<file path="src/hdl/occupancy_grid_ray_update_core_macros.svh">
// assertion helpers
`ifndef OCCUPANCY_GRID_RAY_UPDATE_CORE_MACROS_SVH
`define OCCUPANCY_GRID_RAY_UPDATE_CORE_MACROS_SVH

`define OGRU_ASSERT(label, prop, msg) \
    label: assert property (@(posedge clk) disable iff (!rst_n) prop) else $error(msg);

`define OGRU_ASSERT_NEVER(label, cond, msg) \
    label: assert property (@(posedge clk) disable iff (!rst_n) !(cond)) else $error(msg);

`endif

</file>
<file path="src/hdl/ogru_pkg.sv">
package ogru_pkg;

    localparam int GRID_SIZE = 256;
    localparam int CW = $clog2(GRID_SIZE);
    localparam int AW = 2 * CW;
    localparam int DEPTH = GRID_SIZE * GRID_SIZE;
    localparam int QD = 2;
    localparam int QW = $clog2(QD);

    localparam logic [1:0] ST_UNKNOWN = 2'd0;
    localparam logic [1:0] ST_FREE = 2'd1;
    localparam logic [1:0] ST_OCC = 2'd2;

    localparam logic [1:0] RES_NONE = 2'd0;
    localparam logic [1:0] RES_COUNTED = 2'd1;
    localparam logic [1:0] RES_NEW_OCC = 2'd2;
    localparam logic [1:0] RES_OLD_OCC = 2'd3;

    localparam logic [1:0] REG_THRESHOLD = 2'd0;
    localparam logic [1:0] REG_SCALE = 2'd1;
    localparam logic [1:0] REG_HALFWIDTH = 2'd2;

    localparam logic OP_INSERT = 1'b0;
    localparam logic OP_READ = 1'b1;

    // classified command handed from front to back
    typedef struct packed {
        logic             is_read;
        logic             in_grid;
        logic             rover_in;
        logic [CW-1:0]    hx;
        logic [CW-1:0]    hy;
        logic [CW-1:0]    rx;
        logic [CW-1:0]    ry;
    } cmd_t;

endpackage

</file>
<file path="src/hdl/ogru_queue.sv">
`include "occupancy_grid_ray_update_core_macros.svh"

module ogru_queue
(
    input  logic                    clk,
    input  logic                    rst_n,
    input  logic                    push,
    input  ogru_pkg::cmd_t          push_cmd,
    input  logic                    pop,
    output logic                    full,
    output logic                    empty,
    output ogru_pkg::cmd_t          head
);

    ogru_pkg::cmd_t                 mem_reg [ogru_pkg::QD];
    logic [ogru_pkg::QW-1:0]        wp_reg, wp_next, rp_reg, rp_next;
    logic [ogru_pkg::QW:0]          cnt_reg, cnt_next;

    assign full  = (cnt_reg == (ogru_pkg::QW+1)'(ogru_pkg::QD));
    assign empty = (cnt_reg == '0);
    assign head  = mem_reg[rp_reg];

    always_comb
    begin
        wp_next  = wp_reg + ogru_pkg::QW'(push);
        rp_next  = rp_reg + ogru_pkg::QW'(pop);
        cnt_next = cnt_reg + (ogru_pkg::QW+1)'(push) - (ogru_pkg::QW+1)'(pop);
    end

    always_ff @(posedge clk or negedge rst_n)
    begin
        if (!rst_n)
        begin
            wp_reg  <= '0;
            rp_reg  <= '0;
            cnt_reg <= '0;
        end
        else
        begin
            wp_reg  <= wp_next;
            rp_reg  <= rp_next;
            cnt_reg <= cnt_next;
        end
    end

    always_ff @(posedge clk)
    begin
        if (push)
        begin
            mem_reg[wp_reg] <= push_cmd;
        end
    end

    `OGRU_ASSERT_NEVER(a_no_overflow, push && full, "queue overflow")
    `OGRU_ASSERT_NEVER(a_no_underflow, pop && empty, "queue underflow")
    `OGRU_ASSERT(a_count_bound, cnt_reg <= (ogru_pkg::QW+1)'(ogru_pkg::QD), "count out of range")

endmodule

</file>
<file path="config.mk">
export PLATFORM = sky130hd
export DESIGN_NAME = ogru_queue
export DESIGN_NICKNAME = d
export VERILOG_FILES = /design/src/hdl/ogru_pkg.sv /design/src/hdl/ogru_queue.sv
export VERILOG_INCLUDE_DIRS = /design/src /design/src/hdl
export SDC_FILE = /design/constraint.sdc
export NUM_CORES = 1
export LEC_CHECK = 0
export BUFFER_PORTS_ARGS = -buffer_cell sky130_fd_sc_hd__buf_2
export CORE_MARGIN = 4
export CORE_UTILIZATION = 35
export CTS_BUF_LIST = sky130_fd_sc_hd__clkbuf_2 sky130_fd_sc_hd__clkbuf_4 sky130_fd_sc_hd__clkbuf_8
export CTS_CLUSTER_SIZE = 8
export DETAILED_ROUTE_END_ITERATION = 10
export GPL_TIMING_DRIVEN = 1
export PLACE_DENSITY = 0.63
export SETUP_SLACK_MARGIN = 0.1
export SLEW_MARGIN = 40
export SYNTH_ARGS = -nofsm -noshare
export SYNTH_HDL_FRONTEND = slang
export SYNTH_SLANG_ARGS = --single-unit
</file>
<file path="constraint.sdc">
create_clock -name clk -period 2.4 [get_ports clk]
set_clock_uncertainty 0.05 [all_clocks]
set_input_delay 0.24 -clock clk [delete_from_list [all_inputs] [get_ports clk]]
set_output_delay 0.24 -clock clk [all_outputs]
set_load 0.01 [all_outputs]
</file>
==> impl_results.md <==
* Syn Area/Cell at 23.1 um2
* Die area at 9760 um2
* Post CTS Setup Buffer Count at 0
* First-pass GRT wire length at between 7000 and 8000 um
* Overflow after GRT at 0
* Layout cell share with drive strength beyond 1 at between 60% and 70%
* Clock network power share at about a quarter
* Worst r2r src: wp_reg
* Sw Share at 28.8%
* Initial core utilization at 36.6%
* PwrDens at 1140 nW/um2
* Leak at 1.46 nW
* Via density at 4.37
* Crit-path max FO at 19
* CTS clk-pin slew, worst paths at 80 ps
* Mapped Area at 2880 um2
* Die Width at 98.8 um
* Synth Area in XOR/XNOR at 1.13%
* Synth unique cells at 12
* Crit start category: flip-flop
* Worst-margin pin slew at 581 ps
* Root buf cell: clkbuf_8
* GR Util All Layers at 10.2%
* Worst path cell trace: buf_12 > mux2_4 > buf_2
* Flops & latches, synth at 74
* # diodes at 0
* Routed via count at 1391
* Final Hold Fails at 0
* CTS tree: done
* Post-Synth Simple-Gate Area at 0.347%
* Nets@finish at 254
* DRT Pass-1 Iters at 3
* HP Class: in2reg
* Initial DRC count at 36
* Area growth, synth to finish at 24.1%
* Core Util, Final at 45.4%
* Total CTS buffers at 9
* Worst slew margin at 61.3%
* Mux cell area share after synthesis at between 10% and 20%
* Crit share post-route at 87.6%
* Peak VDD IR at around 0.6 mV
* Complex-gate fraction of the synthesized area at 0%
* Slowest cell on crit path: dfrtp_2
* Worst EP arrival at between 1500 and 2000 ps
* FMAX at between 400 and 500 MHz
* I/O Pins at 76
* Core box area at 7890 um2
* Yosys warnings at 0
* H-tree depth at 3
* Crit. End Element: output port
* Max reg flops at 70
* CP bufs+invs at 2
* Clk buf depth at 2
* DRT antenna net count at 0
* Clock Latency Late Sink at 330 ps
* Sequential Power Share at 45.7%
* Max cap viols at 0
* # clock sinks at 74
* Status: completed
* Largest net degree at the start of global routing at 36
* Logic gate share of total power at between 30% and 40%
* Final setup vio count at 0
* DRT Wirelength at between 4000 and 5000 um
* PortBufs at 75
* Final Critical Period at around 2100 ps
* Initial antenna violation count at 0
* Row cnt at 32
* RSZ-0062 raised after global routing: false
* DRC at 0
* Routability cong. at about 0.62
* Die Y at 98.8 um
* Wirelength per Cell at 14.9 um
* Seq/Total Area, Yosys at roughly three quarters
* Vias in the first global route at 1510
* Crit path from: rp_reg
* Switching power total at 1.18 mW
* Int Power at between 2 and 3 mW
* Post-Syn Instances at 125
* Slew Viols, Final at 0
* Synth Area in Adders at 1.74%
* Syn nets at about 170
* HPWL after DPL at around 3200 um
* Hold Crit Start: push_cmd[6]
* Setup TNS at 0 ps
* WS Path Type: reg2out
* Total power at 4.09 mW
* CP delay by family, top: flip-flops
* Largest family of logic cells by synthesized area: multiplexers
* WP data required at 2110 ps
* Critical Path Max Stage Delay at roughly 740 ps
==> layout make-up <==
type,count,area (um2)
fillers,700,4310
repair buffers,79,433
clock buffers,9,124
well taps,102,128
inverters,4,15.0
clock inverters,7,76.3
multi-input cells,43,601
flip-flops and latches,74,2200
==> power by group through the flow <==
stage	Combinational [mW]	Sequential (mW)	Clock [mW]
2_1_floorplan	1.02	1.81	0
3_3_place_gp	1.28	1.89	0
3_5_place_dp	1.29	1.91	0
4_1_cts	1.30	1.88	0.998
5_1_grt	1.36	1.90	1.05
6_report	1.26	1.87	0.960
==> cells by family (layout without fill, tap and decap cells) <==
group / count (synthesis) / count (layout)
DFF: 74 / 74
buffers and inverters: 8 / 99
xor gates and xnor gates: 2 / 2
and+or+nand+nor: 2 / 2
adders and majority gates: 4 / 4
muxes: 35 / 35
==> placed cells by master, fill, tap and decap left out, drive strengths merged <==
master and count:
nor2 1, xor3 1, buf 78, dlygate4sd3 1
mux2 35, xor2 1, ha 4, inv 6
clkbuf 9, clkinvlp 2, bufinv 1, nor2b 1
dfrtp 4, clkinv 2, edfxtp 70
==> metal layers <==
metal / part of all wire, % / track usage (%) / wire length, um / up-vias
met2: 49 / 16.5 / 2310 / 58
met4: 1.8 / 4.73 / 85 / 0
met3: 8.3 / 4.74 / 395 / 8
met5: 0 / 0 / 0 / -
met1: 41 / 11.5 / 1960 / 667
li1: - / - / - / 658
==> stage by stage <==
step / hold slack (ps) / instances / area [um2] / setup slack, ps
CTS: 10.8 / 318 / 3580 / 233
detailed placement: 0.916 / 301 / 3370 / 616
floorplan: -106 / 125 / 2880 / 649
global route: 4.01 / 318 / 3580 / 192
global placement: 0.808 / 301 / 3370 / 634
finish: 33.6 / 318 / 3580 / 297
==> worst paths after layout <==
kind                                   to  cells after the start  slack (ps)
setup / recovery                 head[17]                      3         300
hold / removal              mem_reg[0][6]                      1          30
setup reg to reg           mem_reg[0][27]                      3         900
hold reg to reg                    wp_reg                      3         590
max in group asynchronous          rp_reg                      2        1990
min in group asynchronous      cnt_reg[0]                      2         170
==> repair_timing <==
item,CTS,global route
gates resized for setup,0,0
hold endpoints to repair,4,0
hold buffers,1,0
==> synthesized netlist by cell type <==
library cell  count  area, um2
buf_12            3       60.1
buf_6             1       11.3
dfrtp_1           4        100
edfxtp_1         70       2100
ha_1              4       50.1
inv_1             4       15.0
mux2_2            6       67.6
mux2_4           29        435
nor2_1            1       3.75
nor2b_1           1       6.26
xor2_1            1       8.76
xor3_1            1       23.8
Power figures use the tool's default switching activity.
