## config.mk

```make
export PLATFORM = sky130hd
export DESIGN_NAME = ogru_front
export DESIGN_NICKNAME = d
export VERILOG_FILES = /design/src/hdl/occupancy_grid_ray_update_core_macros.svh /design/src/hdl/ogru_pkg.sv /design/src/hdl/ogru_front.sv
export SDC_FILE = /design/constraint.sdc
export NUM_CORES = 1
export LEC_CHECK = 0
export ABC_CLOCK_PERIOD_IN_PS = 12950
export BUFFER_PORTS_ARGS = -buffer_cell sky130_fd_sc_hd__buf_2
export CORE_UTILIZATION = 60
export CTS_BUF_LIST = sky130_fd_sc_hd__clkbuf_16
export CTS_CLUSTER_SIZE = 30
export DETAILED_ROUTE_END_ITERATION = 7
export MAX_ROUTING_LAYER = met4
export PLACE_DENSITY = 0.9
export SLEW_MARGIN = 5
export SYNTH_ARGS = -nofsm -noshare
export SYNTH_HDL_FRONTEND = slang
export SYNTH_SLANG_ARGS = --single-unit
```

## constraint.sdc

```tcl
create_clock -name clk -period 12.95 [get_ports clk]
set_clock_uncertainty 0.15 [all_clocks]
set_input_delay 2.59 -clock clk [delete_from_list [all_inputs] [get_ports clk]]
set_output_delay 2.59 -clock clk [all_outputs]
set_load 0.05 [all_outputs]
```

## src/hdl/occupancy_grid_ray_update_core_macros.svh

```systemverilog
// assertion helpers
`ifndef OCCUPANCY_GRID_RAY_UPDATE_CORE_MACROS_SVH
`define OCCUPANCY_GRID_RAY_UPDATE_CORE_MACROS_SVH

`define OGRU_ASSERT(label, prop, msg) \
    label: assert property (@(posedge clk) disable iff (!rst_n) prop) else $error(msg);

`define OGRU_ASSERT_NEVER(label, cond, msg) \
    label: assert property (@(posedge clk) disable iff (!rst_n) !(cond)) else $error(msg);

`endif

```

## src/hdl/ogru_pkg.sv

```systemverilog
package ogru_pkg;

    localparam int GRID_SIZE = 256;
    localparam int CW = $clog2(GRID_SIZE);
    localparam int AW = 2 * CW;
    localparam int DEPTH = GRID_SIZE * GRID_SIZE;
    localparam int QD = 2;
    localparam int QW = $clog2(QD);

    localparam logic [1:0] ST_UNKNOWN = 2'd0;
    localparam logic [1:0] ST_FREE = 2'd1;
    localparam logic [1:0] ST_OCC = 2'd2;

    localparam logic [1:0] RES_NONE = 2'd0;
    localparam logic [1:0] RES_COUNTED = 2'd1;
    localparam logic [1:0] RES_NEW_OCC = 2'd2;
    localparam logic [1:0] RES_OLD_OCC = 2'd3;

    localparam logic [1:0] REG_THRESHOLD = 2'd0;
    localparam logic [1:0] REG_SCALE = 2'd1;
    localparam logic [1:0] REG_HALFWIDTH = 2'd2;

    localparam logic OP_INSERT = 1'b0;
    localparam logic OP_READ = 1'b1;

    // classified command handed from front to back
    typedef struct packed {
        logic             is_read;
        logic             in_grid;
        logic             rover_in;
        logic [CW-1:0]    hx;
        logic [CW-1:0]    hy;
        logic [CW-1:0]    rx;
        logic [CW-1:0]    ry;
    } cmd_t;

endpackage

```

## src/hdl/ogru_front.sv

```systemverilog
module ogru_front
(
    input  logic                    clk,
    input  logic                    rst_n,
    input  logic                    start,
    input  logic                    opcode,
    input  logic signed [23:0]      hit_x,
    input  logic signed [23:0]      hit_y,
    input  logic signed [23:0]      rover_x,
    input  logic signed [23:0]      rover_y,
    input  logic [7:0]              read_col,
    input  logic [7:0]              read_row,
    input  logic [15:0]             scale,
    input  logic                    q_full,
    output logic                    busy,
    output logic                    push,
    output ogru_pkg::cmd_t          push_cmd
);

    // four coordinates scaled one per cycle by a single multiplier
    logic                   act_reg, act_next;
    logic [1:0]             idx_reg, idx_next;
    logic                   rd_reg, rd_next;
    logic [23:0]            coord_reg [4];
    logic [7:0]             rc_reg, rr_reg;
    logic signed [25:0]     cell_reg [4];
    logic                   done_reg, done_next;

    logic [23:0]            raw;
    logic                   neg;
    logic [23:0]            mag;
    logic [39:0]            prod;
    logic [23:0]            q;
    logic signed [25:0]     sc;

    assign raw  = coord_reg[idx_reg];
    assign neg  = raw[23];
    assign mag  = neg ? (24'd0 - raw) : raw;
    assign prod = mag * scale;
    assign q    = prod[39:16];
    assign sc   = (neg ? -$signed({2'b00, q}) : $signed({2'b00, q}))
                  + 26'(ogru_pkg::GRID_SIZE / 2);

    assign busy = act_reg || done_reg;

    always_comb
    begin
        act_next  = act_reg;
        idx_next  = idx_reg;
        rd_next   = rd_reg;
        done_next = done_reg;
        if (!busy && start)
        begin
            act_next = (opcode == ogru_pkg::OP_INSERT);
            done_next = (opcode == ogru_pkg::OP_READ);
            rd_next = (opcode == ogru_pkg::OP_READ);
            idx_next = 2'd0;
        end
        else if (act_reg)
        begin
            idx_next = idx_reg + 2'd1;
            if (idx_reg == 2'd3)
            begin
                act_next = 1'b0;
                done_next = 1'b1;
            end
        end
        else if (done_reg && !q_full)
        begin
            done_next = 1'b0;
        end
    end

    always_ff @(posedge clk or negedge rst_n)
    begin
        if (!rst_n)
        begin
            act_reg  <= 1'b0;
            idx_reg  <= 2'd0;
            rd_reg   <= 1'b0;
            done_reg <= 1'b0;
        end
        else
        begin
            act_reg  <= act_next;
            idx_reg  <= idx_next;
            rd_reg   <= rd_next;
            done_reg <= done_next;
        end
    end

    always_ff @(posedge clk)
    begin
        if (!busy && start)
        begin
            coord_reg[0] <= hit_x;
            coord_reg[1] <= hit_y;
            coord_reg[2] <= rover_x;
            coord_reg[3] <= rover_y;
            rc_reg <= read_col;
            rr_reg <= read_row;
        end
        if (act_reg)
        begin
            cell_reg[idx_reg] <= sc;
        end
    end

    function automatic logic in_range(input logic signed [25:0] v);
        in_range = (v >= 0) && (v < 26'(ogru_pkg::GRID_SIZE));
    endfunction

    assign push = done_reg && !q_full;

    always_comb
    begin
        push_cmd.is_read  = rd_reg;
        if (rd_reg)
        begin
            push_cmd.in_grid  = 1'b1;
            push_cmd.rover_in = 1'b0;
            push_cmd.hx = ogru_pkg::CW'(rc_reg);
            push_cmd.hy = ogru_pkg::CW'(rr_reg);
        end
        else
        begin
            push_cmd.in_grid  = in_range(cell_reg[0]) && in_range(cell_reg[1]);
            push_cmd.rover_in = in_range(cell_reg[2]) && in_range(cell_reg[3]);
            push_cmd.hx = cell_reg[0][ogru_pkg::CW-1:0];
            push_cmd.hy = cell_reg[1][ogru_pkg::CW-1:0];
        end
        push_cmd.rx = cell_reg[2][ogru_pkg::CW-1:0];
        push_cmd.ry = cell_reg[3][ogru_pkg::CW-1:0];
    end

endmodule

```

==> reports/qor_table.md <==
| Result | Value | Unit |
|---|---|---|
| Yosys Warn Count | 0 | - |
| Synth unique cells | 85 | - |
| Global-route total usage across every layer | 32.4 | % |
| TritonCTS clock tree | yes | - |
| Multi-input gate area in the final layout | 13900 | sq um |
| Relative slew slack | 20.0 | % |
| Unrepaired setup endpoints after global routing | no | - |
| Via count | 16313 | - |
| Pin count of the biggest net entering global routing | 97 | - |
| Total of endpoints with negative setup slack in the final report | 0 | - |
| Total wirelength of the detailed-routed design | 57.2 | mm |
| Count of port buffers added during placement | 169 | - |
| Placer's final routability congestion estimate | 0.956 | - |
| Starting density of the core | 60.8 | % |
| Delay of the slowest critical-path stage | 0.64 | ns |
| Filler instances | 2590 | - |
| Largest fanout on the critical path | 21 | - |
| Die width | 194 | um |
| Number of standard-cell rows in the floorplan | 70 | - |
| Sequential share of the synthesized area | 29.8 | % |
| Remaining global-route overflow | 0 | - |
| Worst path arrival time | 12.19 | ns |
| Die Height | 194 | um |
| Tightest Hold Check Type | register to register | - |
| Total Neg Setup Slack | 0 | ns |
| Std-Cell Core Area | 36500 | sq um |
| Kind of start point of the critical path | register | - |
| Number of post-CTS setup repair buffers | 0 | - |
| Cell taking the most area after synthesis | sky130_fd_sc_hd__edfxtp_1 | - |
| Router iterations before antenna repair | 6 | - |
| Max-slew violations | 0 | - |
| Final period util | 93.5 | % |
| Proportion of synthesized flip-flops having asynchronous set or reset | 2.26 | % |
| Period minus WS final | 12.11 | ns |
| Top-level port count | 170 | - |
| Cell area after technology mapping | 22200 | sq um |
| Clock sink total | 221 | - |
| EDFF count, synth | 216 | - |
| WS Path Type | register to register | - |
| DR WL/cell | 21.2 | um |
| Peak Freq | 82.6 | MHz |
| First-pass GRT wire length | 92.4 | mm |
| Register bit count reported by yosys | 221 | - |
| Register area | 6610 | sq um |
| Top post-synthesis cells by count | 341 x sky130_fd_sc_hd__inv_1, 305 x sky130_fd_sc_hd__fa_1, 297 x sky130_fd_sc_hd__nand2_1, 216 x sky130_fd_sc_hd__edfxtp_1, 167 x sky130_fd_sc_hd__and2_1 | - |
| Post-DR vias/cell | 6.06 | - |
| Maximum count of clock buffers along a single path | 3 | - |
| Avg Synthesized Cell Area | 10.6 | sq um |
| Detailed-placement wirelength estimate | 43.0 | mm |
| Layout Area Growth over Synthesis | 8.66 | % |
| Final number of hold-violating endpoints | 0 | - |
| Leading cell type by number of instances after synthesis | sky130_fd_sc_hd__inv_1 | - |
| Max FFs per register | 104 | - |
| Gate Count Post-Synth | 2090 | - |
| Crit end category | register | - |
| Post-synth top area share | 29.2 | % |
| Cts-stage hold buffer count | 0 | - |
| Number of global-route vias before repair | 18151 | - |
| DRT antenna net count | 0 | - |
| Root Buffer Master | sky130_fd_sc_hd__clkbuf_16 | - |
| # DRC | 0 | - |
| Highest-delay cell along the critical path | sky130_fd_sc_hd__or4b_1 | - |
| Number of gates resized after cts | 0 | - |
| DIE AREA | 37800 | sq um |
| Later-pin clock latency in the skew report | 0.51 | ns |
| N_diodes | 0 | - |
| Worst path most repeated cell | sky130_fd_sc_hd__fa_1 | - |
| Number of H-tree levels | 1 | - |
| Antenna violations before repair | 0 | - |
| TritonCTS buffer count | 20 | - |
| Worst Path Required | 13.04 | ns |
| Post-Syn Nets | 2644 | - |
| Hold WS | 0.352 | ns |
| Result of the run | finished, final reports clean | - |
| Number of design-rule violations left by the first detailed-router iteration | 1339 | - |
| Transition time at the pin with the least slew margin | 1.19 | ns |
| Reg clk slew, reported paths | 0.06 | ns |
| Layout Nets | 2766 | - |
| Max-cap violations | 0 | - |
| Fraction of final layout cells with drive strength greater than 1 | 14.1 | % |
| Dominant register cell in the synthesized netlist | sky130_fd_sc_hd__edfxtp_1 | - |
| Top area cells in the synthesized netlist | sky130_fd_sc_hd__edfxtp_1 29%, sky130_fd_sc_hd__fa_1 28%, sky130_fd_sc_hd__ha_1 6.5%, sky130_fd_sc_hd__inv_1 5.8%, sky130_fd_sc_hd__nand2_1 5.0% | - |
==> layout make-up <==
type | count | area share [%]
Sequential cell | 221 | 27.4
Tap cell | 468 | 2.43
Inverter | 341 | 5.31
Multi-Input combinational cell | 1427 | 57.7
Timing Repair Buffer | 201 | 4.50
Clock buffer | 20 | 2.08
Clock inverter | 15 | 0.529
==> worst max-delay path: cells and delay by family, from the launching register on <==
family / cells / cell delay [ns]
AND/OR/NAND/NOR: 11 / 3.53
adder cells (fa/ha/maj): 7 / 3.48
AO/OA/AOI/OAI: 7 / 2.09
XOR/XNOR: 2 / 0.78
buffers and inverters: 5 / 0.64
multiplexers: 1 / 0.62
flip-flops: 1 / 0.51
==> per-stage QoR <==
step | setup WS, ns | util (%) | cells | cell area (sq um)
2_1_floorplan | 1.80 | - | 2090 | 22200
3_3_place_gp | 1.25 | 64.2 | 2658 | 23500
3_5_place_dp | 0.750 | 64.2 | 2658 | 23500
4_1_cts | 0.582 | 66.0 | 2693 | 24100
5_1_grt | 0.133 | 66.0 | 2693 | 24100
6_report | 0.844 | 66.0 | 2693 | 24100
==> kinds of logic after synthesis <==
family                     Yosys count  synth area share (%)
muxes                               49                  3.74
DFF                                221                  29.8
and+or+nand+nor                    677                  15.4
adders and majority gates          421                  34.1
xor gates and xnor gates            70                  2.80
AOI/OAI and AO/OA                  210                  6.38
buffers and inverters              442                  7.80
==> final timing paths <==
kind | start | end | slack (ns) | cells after the start
max in group asynchronous | rst_n | idx_reg[0] | 10.76 | 1
hold reg to reg | done_reg | done_reg | 0.35 | 1
hold / removal | done_reg | done_reg | 0.35 | 1
setup reg to reg | idx_reg[0] | cell_reg[3][25] | 0.84 | 33
setup / recovery | idx_reg[0] | cell_reg[3][25] | 0.84 | 33
min in group asynchronous | rst_n | done_reg | 1.74 | 1
==> layer usage <==
layer	track usage, %	vias up	routed length, um
li1	-	7073	-
met1	37.3	8090	20600
met2	55.3	894	29000
met3	5.69	256	4780
met4	15.2	0	2910
met5	-	-	0
==> layout by cell type (no fill, tap or decap), drive strengths merged, types with 6 or more instances in the layout <==
cell type  count
xor2          26
or3            9
o31ai         14
a21o          13
a31oi          8
edfxtp       216
nor2          50
or4            6
or2            8
inv          347
o21a          15
nand2        297
nand4         28
clkinv         6
nor3          26
and4          10
mux4          24
nor4          27
a21oi         58
and3          14
fa           305
mux2          21
ha           116
and2         168
clkbuf        20
o21ai         41
o211ai        11
xnor2         44
nand3         13
buf          201
Power is not shown: default switching activity piles up to over one toggle a cycle in this logic, so the estimate is an artifact.
